`config.mk`:
```
export PLATFORM = sky130hd
export DESIGN_NAME = routed_frame_parser
export DESIGN_NICKNAME = d
export VERILOG_FILES = /design/src/hw/rtl/rfp_pkg.sv /design/src/hw/rtl/routed_frame_parser.sv /design/src/hw/rtl/rfp_cfg.sv /design/src/hw/rtl/rfp_parse.sv
export VERILOG_INCLUDE_DIRS = /design/src /design/src/hw/rtl
export SDC_FILE = /design/constraint.sdc
export NUM_CORES = 1
export LEC_CHECK = 0
export ABC_AREA = 1
export BUFFER_PORTS_ARGS = -buffer_cell sky130_fd_sc_hd__buf_2
export CAP_MARGIN = 40
export CORE_UTILIZATION = 35
export CTS_CLUSTER_DIAMETER = 30
export DETAILED_ROUTE_END_ITERATION = 8
export HOLD_SLACK_MARGIN = 0.12
export PLACE_DENSITY = 0.59
export RECOVER_POWER = 100
export SLEW_MARGIN = 20
export SYNTH_ARGS = -nofsm -noshare
export SYNTH_HDL_FRONTEND = slang
export SYNTH_SLANG_ARGS = --single-unit
```
`constraint.sdc`:
```
create_clock -name i_clk -period 3.6 [get_ports i_clk]
set_clock_uncertainty 0.15 [all_clocks]
set_input_delay 0.18 -clock i_clk [delete_from_list [all_inputs] [get_ports i_clk]]
set_output_delay 0.18 -clock i_clk [all_outputs]
set_load 0.03 [all_outputs]
```
`src/hw/rtl/routed_frame_parser_macros.svh`:
```
// Assertion helpers shared by the parser RTL.
`ifndef ROUTED_FRAME_PARSER_MACROS_SVH
`define ROUTED_FRAME_PARSER_MACROS_SVH

// Check that is held off while reset is asserted
`define RFP_ASSERT(lbl, clk, rst_n, prop, msg) \
    lbl: assert property (@(posedge clk) disable iff (!rst_n) prop) else $error(msg);

// Check that also covers the reset cycles
`define RFP_ASSERT_RST(lbl, clk, prop, msg) \
    lbl: assert property (@(posedge clk) prop) else $error(msg);

`endif

```
`src/hw/rtl/rfp_pkg.sv`:
```
package rfp_pkg;

    // Parse phase, numbered like the region tag it produces
    typedef enum logic [2:0] {
        PH_HEADER    = 3'd0,
        PH_TRANSPORT = 3'd1,
        PH_PLEN      = 3'd2,
        PH_PATH      = 3'd3,
        PH_PAYLOAD   = 3'd4,
        PH_DISCARD   = 3'd5
    } t_phase;

    // Frame status codes
    localparam logic [2:0] ERR_NONE        = 3'd0;
    localparam logic [2:0] ERR_TRUNCATED   = 3'd1;
    localparam logic [2:0] ERR_HASH_RSVD   = 3'd2;
    localparam logic [2:0] ERR_PATH_LONG   = 3'd3;
    localparam logic [2:0] ERR_PAYLOAD_LONG = 3'd4;

    // Configuration register indexes
    localparam logic [1:0] CFG_ROUTE_MASK  = 2'd0;
    localparam logic [1:0] CFG_MAX_PATH    = 2'd1;
    localparam logic [1:0] CFG_MAX_PAYLOAD = 2'd2;

    // Configuration reset values
    localparam logic [3:0] RST_ROUTE_MASK  = 4'd9;
    localparam logic [7:0] RST_MAX_PATH    = 8'd64;
    localparam logic [7:0] RST_MAX_PAYLOAD = 8'd184;

    // Transport codes occupy four bytes
    localparam logic [1:0] TRANSPORT_LAST_OFF = 2'd3;
    // Hash size code (path length byte bits 7:6) that is reserved
    localparam logic [1:0] HASH_SIZE_RSVD = 2'd3;

    typedef struct packed {
        logic [3:0] transport_route_mask;
        logic [7:0] max_path_bytes;
        logic [7:0] max_payload_bytes;
    } t_cfg;

    typedef struct packed {
        logic [7:0] byte_value;
        logic       last_byte;
    } t_in_item;

    typedef struct packed {
        logic [7:0]  echo_byte;
        logic [2:0]  region;
        logic [7:0]  region_offset;
        logic        frame_done;
        logic [2:0]  error_code;
        logic [1:0]  route_kind;
        logic [3:0]  content_type;
        logic [1:0]  format_version;
        logic [15:0] first_code;
        logic [15:0] second_code;
        logic [5:0]  hops;
        logic [2:0]  hash_bytes;
    } t_out_item;

    // Offset increment that sticks at 255
    function automatic logic [7:0] sat_inc(input logic [7:0] v);
        sat_inc = (v == 8'hFF) ? 8'hFF : v + 8'd1;
    endfunction

endpackage

```
`src/hw/rtl/routed_frame_parser.sv`:
```
// Routed frame parser: takes a frame one byte per request, flagged on its
// last byte, and returns one result per byte: the byte itself, its region
// (header, transport codes, path length, path, payload, discarded), its
// offset in that region, the header and path-length fields held so far and,
// on the last byte, the frame status. A new byte is accepted every cycle
// unless the input register is held by a stalled output; each byte passes
// through an input register, one pass of phase-update logic and a result
// register. Configuration is to be written through its own port only while
// no frame byte is in flight; the block itself does not enforce this.
`include "routed_frame_parser_macros.svh"

module routed_frame_parser (
    input  logic               i_clk,
    input  logic               i_rst_n,
    // byte input
    input  logic               i_in_valid,
    output logic               o_in_stall,
    input  rfp_pkg::t_in_item  i_in_data,
    // result output
    output logic               o_out_valid,
    input  logic               i_out_stall,
    output rfp_pkg::t_out_item o_out_data,
    // configuration writes
    input  logic               i_cfg_valid,
    output logic               o_cfg_ready,
    input  logic [1:0]         i_cfg_index,
    input  logic [7:0]         i_cfg_data
);
    import rfp_pkg::*;

    t_cfg      w_cfg;
    t_in_item  r_in;
    logic      r_in_valid, n_in_valid;
    t_out_item r_out;
    logic      r_out_valid, n_out_valid;
    t_out_item w_result;
    logic      w_out_free;
    logic      w_step;
    logic      w_in_free;
    logic      w_in_take;

    rfp_cfg u_cfg (
        .i_clk       (i_clk),
        .i_rst_n     (i_rst_n),
        .i_cfg_valid (i_cfg_valid),
        .o_cfg_ready (o_cfg_ready),
        .i_cfg_index (i_cfg_index),
        .i_cfg_data  (i_cfg_data),
        .o_cfg       (w_cfg)
    );

    rfp_parse u_parse (
        .i_clk    (i_clk),
        .i_rst_n  (i_rst_n),
        .i_cfg    (w_cfg),
        .i_step   (w_step),
        .i_item   (r_in),
        .o_result (w_result)
    );

    // Flow control: each register moves when the one after it frees up
    assign w_out_free = !r_out_valid || !i_out_stall;
    assign w_step     = r_in_valid && w_out_free;
    assign w_in_free  = !r_in_valid || w_step;
    assign w_in_take  = i_in_valid && w_in_free;
    assign o_in_stall = !w_in_free;

    always_comb begin
        n_in_valid  = w_in_take ? 1'b1 : (w_step ? 1'b0 : r_in_valid);
        n_out_valid = w_step ? 1'b1 : (w_out_free ? 1'b0 : r_out_valid);
    end

    // Valid flags
    always_ff @(posedge i_clk) begin
        if (!i_rst_n) begin
            r_in_valid  <= 1'b0;
            r_out_valid <= 1'b0;
        end else begin
            r_in_valid  <= n_in_valid;
            r_out_valid <= n_out_valid;
        end
    end

    // Payload registers
    always_ff @(posedge i_clk) begin
        if (w_in_take) begin
            r_in <= i_in_data;
        end
        if (w_step) begin
            r_out <= w_result;
        end
    end

    assign o_out_valid = r_out_valid;
    assign o_out_data  = r_out;

    `RFP_ASSERT(a_status_on_done, i_clk, i_rst_n, (r_out_valid && !r_out.frame_done) |-> (r_out.error_code == ERR_NONE), "status reported before the last byte")
    `RFP_ASSERT(a_step_lands, i_clk, i_rst_n, w_step |=> r_out_valid, "parsed byte did not reach the result register")
    `RFP_ASSERT_RST(a_reset_empty, i_clk, !i_rst_n |=> (!r_in_valid && !r_out_valid), "pipeline not empty after reset")

endmodule

```
`src/hw/rtl/rfp_cfg.sv`:
```
module rfp_cfg (
    input  logic              i_clk,
    input  logic              i_rst_n,
    input  logic              i_cfg_valid,
    output logic              o_cfg_ready,
    input  logic [1:0]        i_cfg_index,
    input  logic [7:0]        i_cfg_data,
    output rfp_pkg::t_cfg     o_cfg
);
    import rfp_pkg::*;

    logic [3:0] r_route_mask;
    logic [7:0] r_max_path;
    logic [7:0] r_max_payload;
    logic       w_wr;

    // Writes are taken in any cycle
    assign o_cfg_ready = 1'b1;
    assign w_wr        = i_cfg_valid && o_cfg_ready;

    // Register file; an index past the list is dropped
    always_ff @(posedge i_clk) begin
        if (!i_rst_n) begin
            r_route_mask  <= RST_ROUTE_MASK;
            r_max_path    <= RST_MAX_PATH;
            r_max_payload <= RST_MAX_PAYLOAD;
        end else if (w_wr) begin
            unique case (i_cfg_index)
                CFG_ROUTE_MASK:  r_route_mask  <= i_cfg_data[3:0];
                CFG_MAX_PATH:    r_max_path    <= i_cfg_data;
                CFG_MAX_PAYLOAD: r_max_payload <= i_cfg_data;
                default: ;
            endcase
        end
    end

    assign o_cfg.transport_route_mask = r_route_mask;
    assign o_cfg.max_path_bytes       = r_max_path;
    assign o_cfg.max_payload_bytes    = r_max_payload;

endmodule

```
`src/hw/rtl/rfp_parse.sv`:
```
`include "routed_frame_parser_macros.svh"

module rfp_parse (
    input  logic               i_clk,
    input  logic               i_rst_n,
    input  rfp_pkg::t_cfg      i_cfg,
    input  logic               i_step,
    input  rfp_pkg::t_in_item  i_item,
    output rfp_pkg::t_out_item o_result
);
    import rfp_pkg::*;

    t_phase      r_phase, n_phase;
    logic [7:0]  r_offset, n_offset;
    logic [7:0]  r_path_need, n_path_need;
    logic [7:0]  r_header, n_header;
    logic [15:0] r_code_a, n_code_a;
    logic [15:0] r_code_b, n_code_b;
    logic [5:0]  r_hops, n_hops;
    logic [2:0]  r_hash, n_hash;
    logic [2:0]  r_error, n_error;

    logic [7:0]  w_b;
    logic        w_last;
    logic [2:0]  w_region;
    logic [7:0]  w_off;
    logic [2:0]  w_err;
    logic [7:0]  w_need;

    assign w_b    = i_item.byte_value;
    assign w_last = i_item.last_byte;

    // Phase update and held fields for one byte
    always_comb begin
        n_phase     = r_phase;
        n_offset    = r_offset;
        n_path_need = r_path_need;
        n_header    = r_header;
        n_code_a    = r_code_a;
        n_code_b    = r_code_b;
        n_hops      = r_hops;
        n_hash      = r_hash;
        n_error     = r_error;
        w_region    = PH_DISCARD;
        w_off       = r_offset;
        w_err       = ERR_NONE;
        w_need      = 8'({2'b00, w_b[5:0]} * {6'b0, w_b[7:6]} + {2'b00, w_b[5:0]});

        unique case (r_phase)
            PH_HEADER: begin
                w_region    = PH_HEADER;
                w_off       = 8'd0;
                n_header    = w_b;
                n_code_a    = 16'd0;
                n_code_b    = 16'd0;
                n_hops      = 6'd0;
                n_hash      = 3'd1;
                n_path_need = 8'd0;
                n_error     = ERR_NONE;
                n_offset    = 8'd0;
                n_phase     = i_cfg.transport_route_mask[w_b[1:0]] ? PH_TRANSPORT : PH_PLEN;
                if (w_last) begin
                    w_err = ERR_TRUNCATED;
                end
            end
            PH_TRANSPORT: begin
                w_region = PH_TRANSPORT;
                w_off    = {6'd0, r_offset[1:0]};
                unique case (r_offset[1:0])
                    2'd0: n_code_a[7:0]  = w_b;
                    2'd1: n_code_a[15:8] = w_b;
                    2'd2: n_code_b[7:0]  = w_b;
                    default: n_code_b[15:8] = w_b;
                endcase
                if (r_offset[1:0] == TRANSPORT_LAST_OFF) begin
                    n_phase  = PH_PLEN;
                    n_offset = 8'd0;
                end else begin
                    n_offset = w_off + 8'd1;
                end
                if (w_last) begin
                    w_err = ERR_TRUNCATED;
                end
            end
            PH_PLEN: begin
                w_region = PH_PLEN;
                w_off    = 8'd0;
                n_hops   = w_b[5:0];
                n_hash   = {1'b0, w_b[7:6]} + 3'd1;
                n_offset = 8'd0;
                if (w_b[7:6] == HASH_SIZE_RSVD) begin
                    w_err = ERR_HASH_RSVD;
                end else begin
                    // hops * (size code + 1)
                    n_path_need = w_need;
                    if (w_need > i_cfg.max_path_bytes) begin
                        w_err = ERR_PATH_LONG;
                    end else if (w_need == 8'd0) begin
                        n_phase = PH_PAYLOAD;
                    end else begin
                        n_phase = PH_PATH;
                        if (w_last) begin
                            w_err = ERR_TRUNCATED;
                        end
                    end
                end
            end
            PH_PATH: begin
                w_region = PH_PATH;
                if ({1'b0, r_offset} + 9'd1 >= {1'b0, r_path_need}) begin
                    n_phase  = PH_PAYLOAD;
                    n_offset = 8'd0;
                end else begin
                    n_offset = sat_inc(r_offset);
                    if (w_last) begin
                        w_err = ERR_TRUNCATED;
                    end
                end
            end
            PH_PAYLOAD: begin
                w_region = PH_PAYLOAD;
                if (r_offset >= i_cfg.max_payload_bytes) begin
                    w_err = ERR_PAYLOAD_LONG;
                end
                n_offset = sat_inc(r_offset);
            end
            default: begin
                n_offset = sat_inc(r_offset);
            end
        endcase

        // First error wins and the rest of the frame is discarded
        if (w_err != ERR_NONE && n_error == ERR_NONE) begin
            n_error  = w_err;
            n_phase  = PH_DISCARD;
            n_offset = 8'd0;
        end

        // Result carries the fields as updated by this byte
        o_result.echo_byte      = w_b;
        o_result.region         = w_region;
        o_result.region_offset  = w_off;
        o_result.frame_done     = w_last;
        o_result.error_code     = w_last ? n_error : ERR_NONE;
        o_result.route_kind     = n_header[1:0];
        o_result.content_type   = n_header[5:2];
        o_result.format_version = n_header[7:6];
        o_result.first_code     = n_code_a;
        o_result.second_code    = n_code_b;
        o_result.hops           = n_hops;
        o_result.hash_bytes     = n_hash;

        // Next byte opens a new frame
        if (w_last) begin
            n_phase  = PH_HEADER;
            n_offset = 8'd0;
        end
    end

    // Parser state
    always_ff @(posedge i_clk) begin
        if (!i_rst_n) begin
            r_phase     <= PH_HEADER;
            r_offset    <= 8'd0;
            r_path_need <= 8'd0;
            r_header    <= 8'd0;
            r_code_a    <= 16'd0;
            r_code_b    <= 16'd0;
            r_hops      <= 6'd0;
            r_hash      <= 3'd1;
            r_error     <= ERR_NONE;
        end else if (i_step) begin
            r_phase     <= n_phase;
            r_offset    <= n_offset;
            r_path_need <= n_path_need;
            r_header    <= n_header;
            r_code_a    <= n_code_a;
            r_code_b    <= n_code_b;
            r_hops      <= n_hops;
            r_hash      <= n_hash;
            r_error     <= n_error;
        end
    end

    `RFP_ASSERT(a_discard_has_err, i_clk, i_rst_n, (r_phase == PH_DISCARD) |-> (r_error != ERR_NONE), "discard phase without a held error")
    `RFP_ASSERT(a_err_only_discard, i_clk, i_rst_n, (r_error != ERR_NONE) |-> (r_phase == PH_DISCARD || r_phase == PH_HEADER), "held error outside discard phase")
    `RFP_ASSERT(a_path_bound, i_clk, i_rst_n, (r_phase == PH_PATH) |-> (r_path_need != 8'd0 && r_offset < r_path_need), "path offset beyond path length")

endmodule
```
==> metrics.md <==
| Metric | Value |
|---|---|
| CTS clk-pin slew, worst paths | `0.07 ns` |
| Clock share of power | `34.7%` |
| Maximum vdd drop | `0.302 mV` |
| Min Tclk post-route | `3.82 ns` |
| Sequential share of power | `46.6%` |
| WHS | `0.305 ns` |
| Maxcap violations | `0` |
| Max-slew violations | `0` |
| CP endpoint kind | `register` |
| Longest Clk Path Bufs | `2` |
| Final net count | `1236` |
| GRT Resource Usage Total | `17.7%` |
| Post-Syn Instances | `1018` |
| Share of layout cells above drive strength 1 | `12.1%` |
| Die width | `157 um` |
| Cell internal pwr | `3.39 mW` |
| P per Cell Area | `453 mW/mm^2` |
| Overflow after GRT | `0` |
| Total power | `4.76 mW` |
| Pin count of the biggest net entering global routing | `69` |
| Vias in the first global route | `6495` |
| Synthesized Nets | `1083` |
| Worst-Skew Late Latency | `0.43 ns` |
| Arr. time, crit path | `4.02 ns` |
| Routed WL per cell | `14.1 um` |
| Ports | `99` |
| Sw Share | `28.9%` |
| Worst Hold Depth | `2` |
| CTS root buf | `clkbuf_16` |
| Largest area contributor in the netlist | `edfxtp_1` |
| Unrepaired setup endpoints after global routing | `yes` |
| NetSw | `1.38 mW` |
| Status | `finished, violations left` |
| Ys Warns | `0` |
| Register area share after synthesis | `50.9%` |
| Die area | `0.0247 sq mm` |
| DP Wirelength | `14200 um` |
| Number of buffers added on ports | `97` |
| Synth top area cells | `edfxtp_1 29%, dfxtp_1 22%, nand2_1 8.9%` |
| Distinct cell type count after synthesis | `37` |
| Rows | `56` |
| DRC errors left | `0` |
| Final Setup Violations | `13` |
| Die H | `157 um` |
| Iteration-0 DRC Markers | `473` |
| HP Class | `register to register` |
| Core area | `0.0235 sq mm` |
| Final period utilization | `106%` |
| Commonest non-fill, non-tap cell in the layout | `nand2_1` |
| Synth Cell Area | `0.00844 sq mm` |
| Average cell area after synthesis | `8.29 sq um` |
| Leakage power | `4.48 nW` |
| Required @ worst endpoint | `3.81 ns` |
| Initial antenna violation count | `0` |
| CTS tree | `done` |
| Actual slew at the worst max-slew pin | `1.11 ns` |
| Gate power share | `18.7%` |
| H-Tree Depth | `4` |
| Commonest cells after routing, fill and taps aside | `190 x nand2_1, 179 x inv_1, 140 x o21ai_0` |
| Crit Path Max Fanout | `8` |
| Top-area cell type share of the netlist area | `28.8%` |
| Final WS setup | `-0.216 ns` |
| Total CTS buffers | `17` |
| Setup CP Type | `register to register` |
| Final GP Congestion | `0.823` |
| Initial Util | `35.8%` |
| Slew HR | `26.0%` |
| Area grow syn2layout | `24.6%` |
| Failing checks | `setup timing` |
| Final hold violation count | `0` |
| Highest clock rate | `0.262 GHz` |
| First-pass GRT wire length | `33400 um` |
| Via count | `6983` |
| #FFs+latches synth | `174` |
| Startpoint types | `register` |
| Inserted Diodes | `0` |
| Worst Reg2Reg Path Length in Cells | `21` |
| DR vias/cell | `4.65` |
| Final WL | `21200 um` |
| Antenna Nets Post-Route | `0` |
| Drt first pass iters | `5` |
| Clk sinks | `174` |
[metrics by stage]
| stage | setup TNS, ns | cell area [sq um] | cells | util [%] | worst slack [ns] |
|---|---|---|---|---|---|
| 2_1_floorplan | -0.0000475 | 8490 | 1018 | - | -0.0000475 |
| 3_3_place_gp | -1.40 | 9410 | 1418 | 40.0 | -0.155 |
| 3_5_place_dp | -2.09 | 9450 | 1420 | 40.2 | -0.213 |
| 4_1_cts | -1.21 | 10500 | 1498 | 44.7 | -0.128 |
| 5_1_grt | -4.85 | 10500 | 1503 | 44.7 | -0.394 |
| 6_report | -2.12 | 10500 | 1503 | 44.7 | -0.216 |
[critical path, stage by stage (launching register included)]
cell      delay [ns]
edfxtp_1        0.50
buf_6           0.17
nand2_1         0.05
inv_1           0.06
fa_1            0.58
ha_4            0.23
buf_4           0.13
buf_4           0.14
xor2_4          0.18
ha_1            0.30
a21oi_1         0.16
o21ai_1         0.10
nand2_1         0.07
nand2_1         0.06
nand2_2         0.09
nand2_2         0.07
a21oi_2         0.13
nand3_2         0.11
nand2_4         0.12
buf_12          0.12
nand4_1         0.07
a21oi_1         0.17
[cell usage after synthesis (all sizes together)]
cell / number
nor3: 9
nand2: 209
nand3b: 1
nor3b: 1
ha: 35
edfxtp: 81
conb: 1
or2: 2
xor2: 4
a211oi: 4
o211ai: 7
buf: 11
inv: 187
clkbuf: 38
o21bai: 1
o21a: 1
nor2: 49
nand4: 9
nand3: 18
dfxtp: 93
fa: 6
or3: 1
a22o: 4
o21ai: 143
a31oi: 1
a21oi: 102
[flip-flops by register name (all words and copies together), names as in the netlist]
name	cells
o_out_data	72
u_parse.r_path_need	8
u_cfg.r_route_mask	4
u_parse.r_code_b	16
u_parse.r_error	3
o_out_valid	1
r_in	9
u_parse.r_code_a	16
u_cfg.r_max_payload	8
u_cfg.r_max_path	8
u_parse.r_hops	6
u_parse.r_hash	3
u_parse.r_header	8
r_in_valid	1
u_parse.r_offset	8
u_parse.r_phase	3
[cell type report]
cell class	instances	area, sq um
inverter	187	702
timing repair buffer	183	1150
clock buffer	18	429
fill	2360	13000
multi-input combinational	608	3450
clock inverter	14	93.8
sequential	174	4290
tap	319	399
[final timing paths]
kind | startpoint | end | slack, ns
setup / recovery | r_in[7]$_DFFE_PP_ | u_parse.r_offset[4]$_SDFFE_PN0P_ | -0.22
hold / removal | u_cfg.r_route_mask[1]$_SDFFE_PN0P_ | u_cfg.r_route_mask[1]$_SDFFE_PN0P_ | 0.31
setup reg to reg | r_in[7]$_DFFE_PP_ | u_parse.r_offset[4]$_SDFFE_PN0P_ | -0.22
hold reg to reg | u_cfg.r_route_mask[1]$_SDFFE_PN0P_ | u_cfg.r_route_mask[1]$_SDFFE_PN0P_ | 0.31
[power by group through the flow]
stage / Clock (mW) / Sequential [mW] / Combinational (mW)
2_1_floorplan: 0 / 2.32 / 0.442
3_3_place_gp: 0 / 2.26 / 0.736
3_5_place_dp: 0 / 2.26 / 0.752
4_1_cts: 1.69 / 2.22 / 0.834
5_1_grt: 1.78 / 2.23 / 0.993
6_report: 1.65 / 2.22 / 0.891
[metal layers]
| metal | track usage [%] | wire length [um] | up-vias |
|---|---|---|---|
| met5 | 0 | 0 | - |
| met4 | 5.46 | 228 | 0 |
| met3 | 2.92 | 764 | 19 |
| met2 | 29.5 | 10100 | 141 |
| met1 | 23.5 | 10200 | 3225 |
| li1 | - | - | 3598 |
[cell families (layout without fill, tap and decap cells)]
| logic type | after synthesis | count (layout) | synth area share, % |
|---|---|---|---|
| flops | 174 | 174 | 50.9 |
| fa+ha+maj | 41 | 41 | 6.61 |
| compound gates | 263 | 263 | 16.2 |
| xor+xnor | 4 | 4 | 0.415 |
| simple gates | 299 | 299 | 15.1 |
| other cells | 1 | 1 | 0.0444 |
| buf+inv | 236 | 402 | 10.8 |
[repair_timing]
item | CTS | global route
hold buffers | 41 | 0
endpoints found under the setup margin | 14 | 15
pin swaps | 9 | 19
buffers inserted | 5 | 5
hold endpoints to repair | 33 | 0
gates resized for setup | 16 | 28
cloned | 0 | 0
No activity file was read; power rests on OpenSTA's default activity.
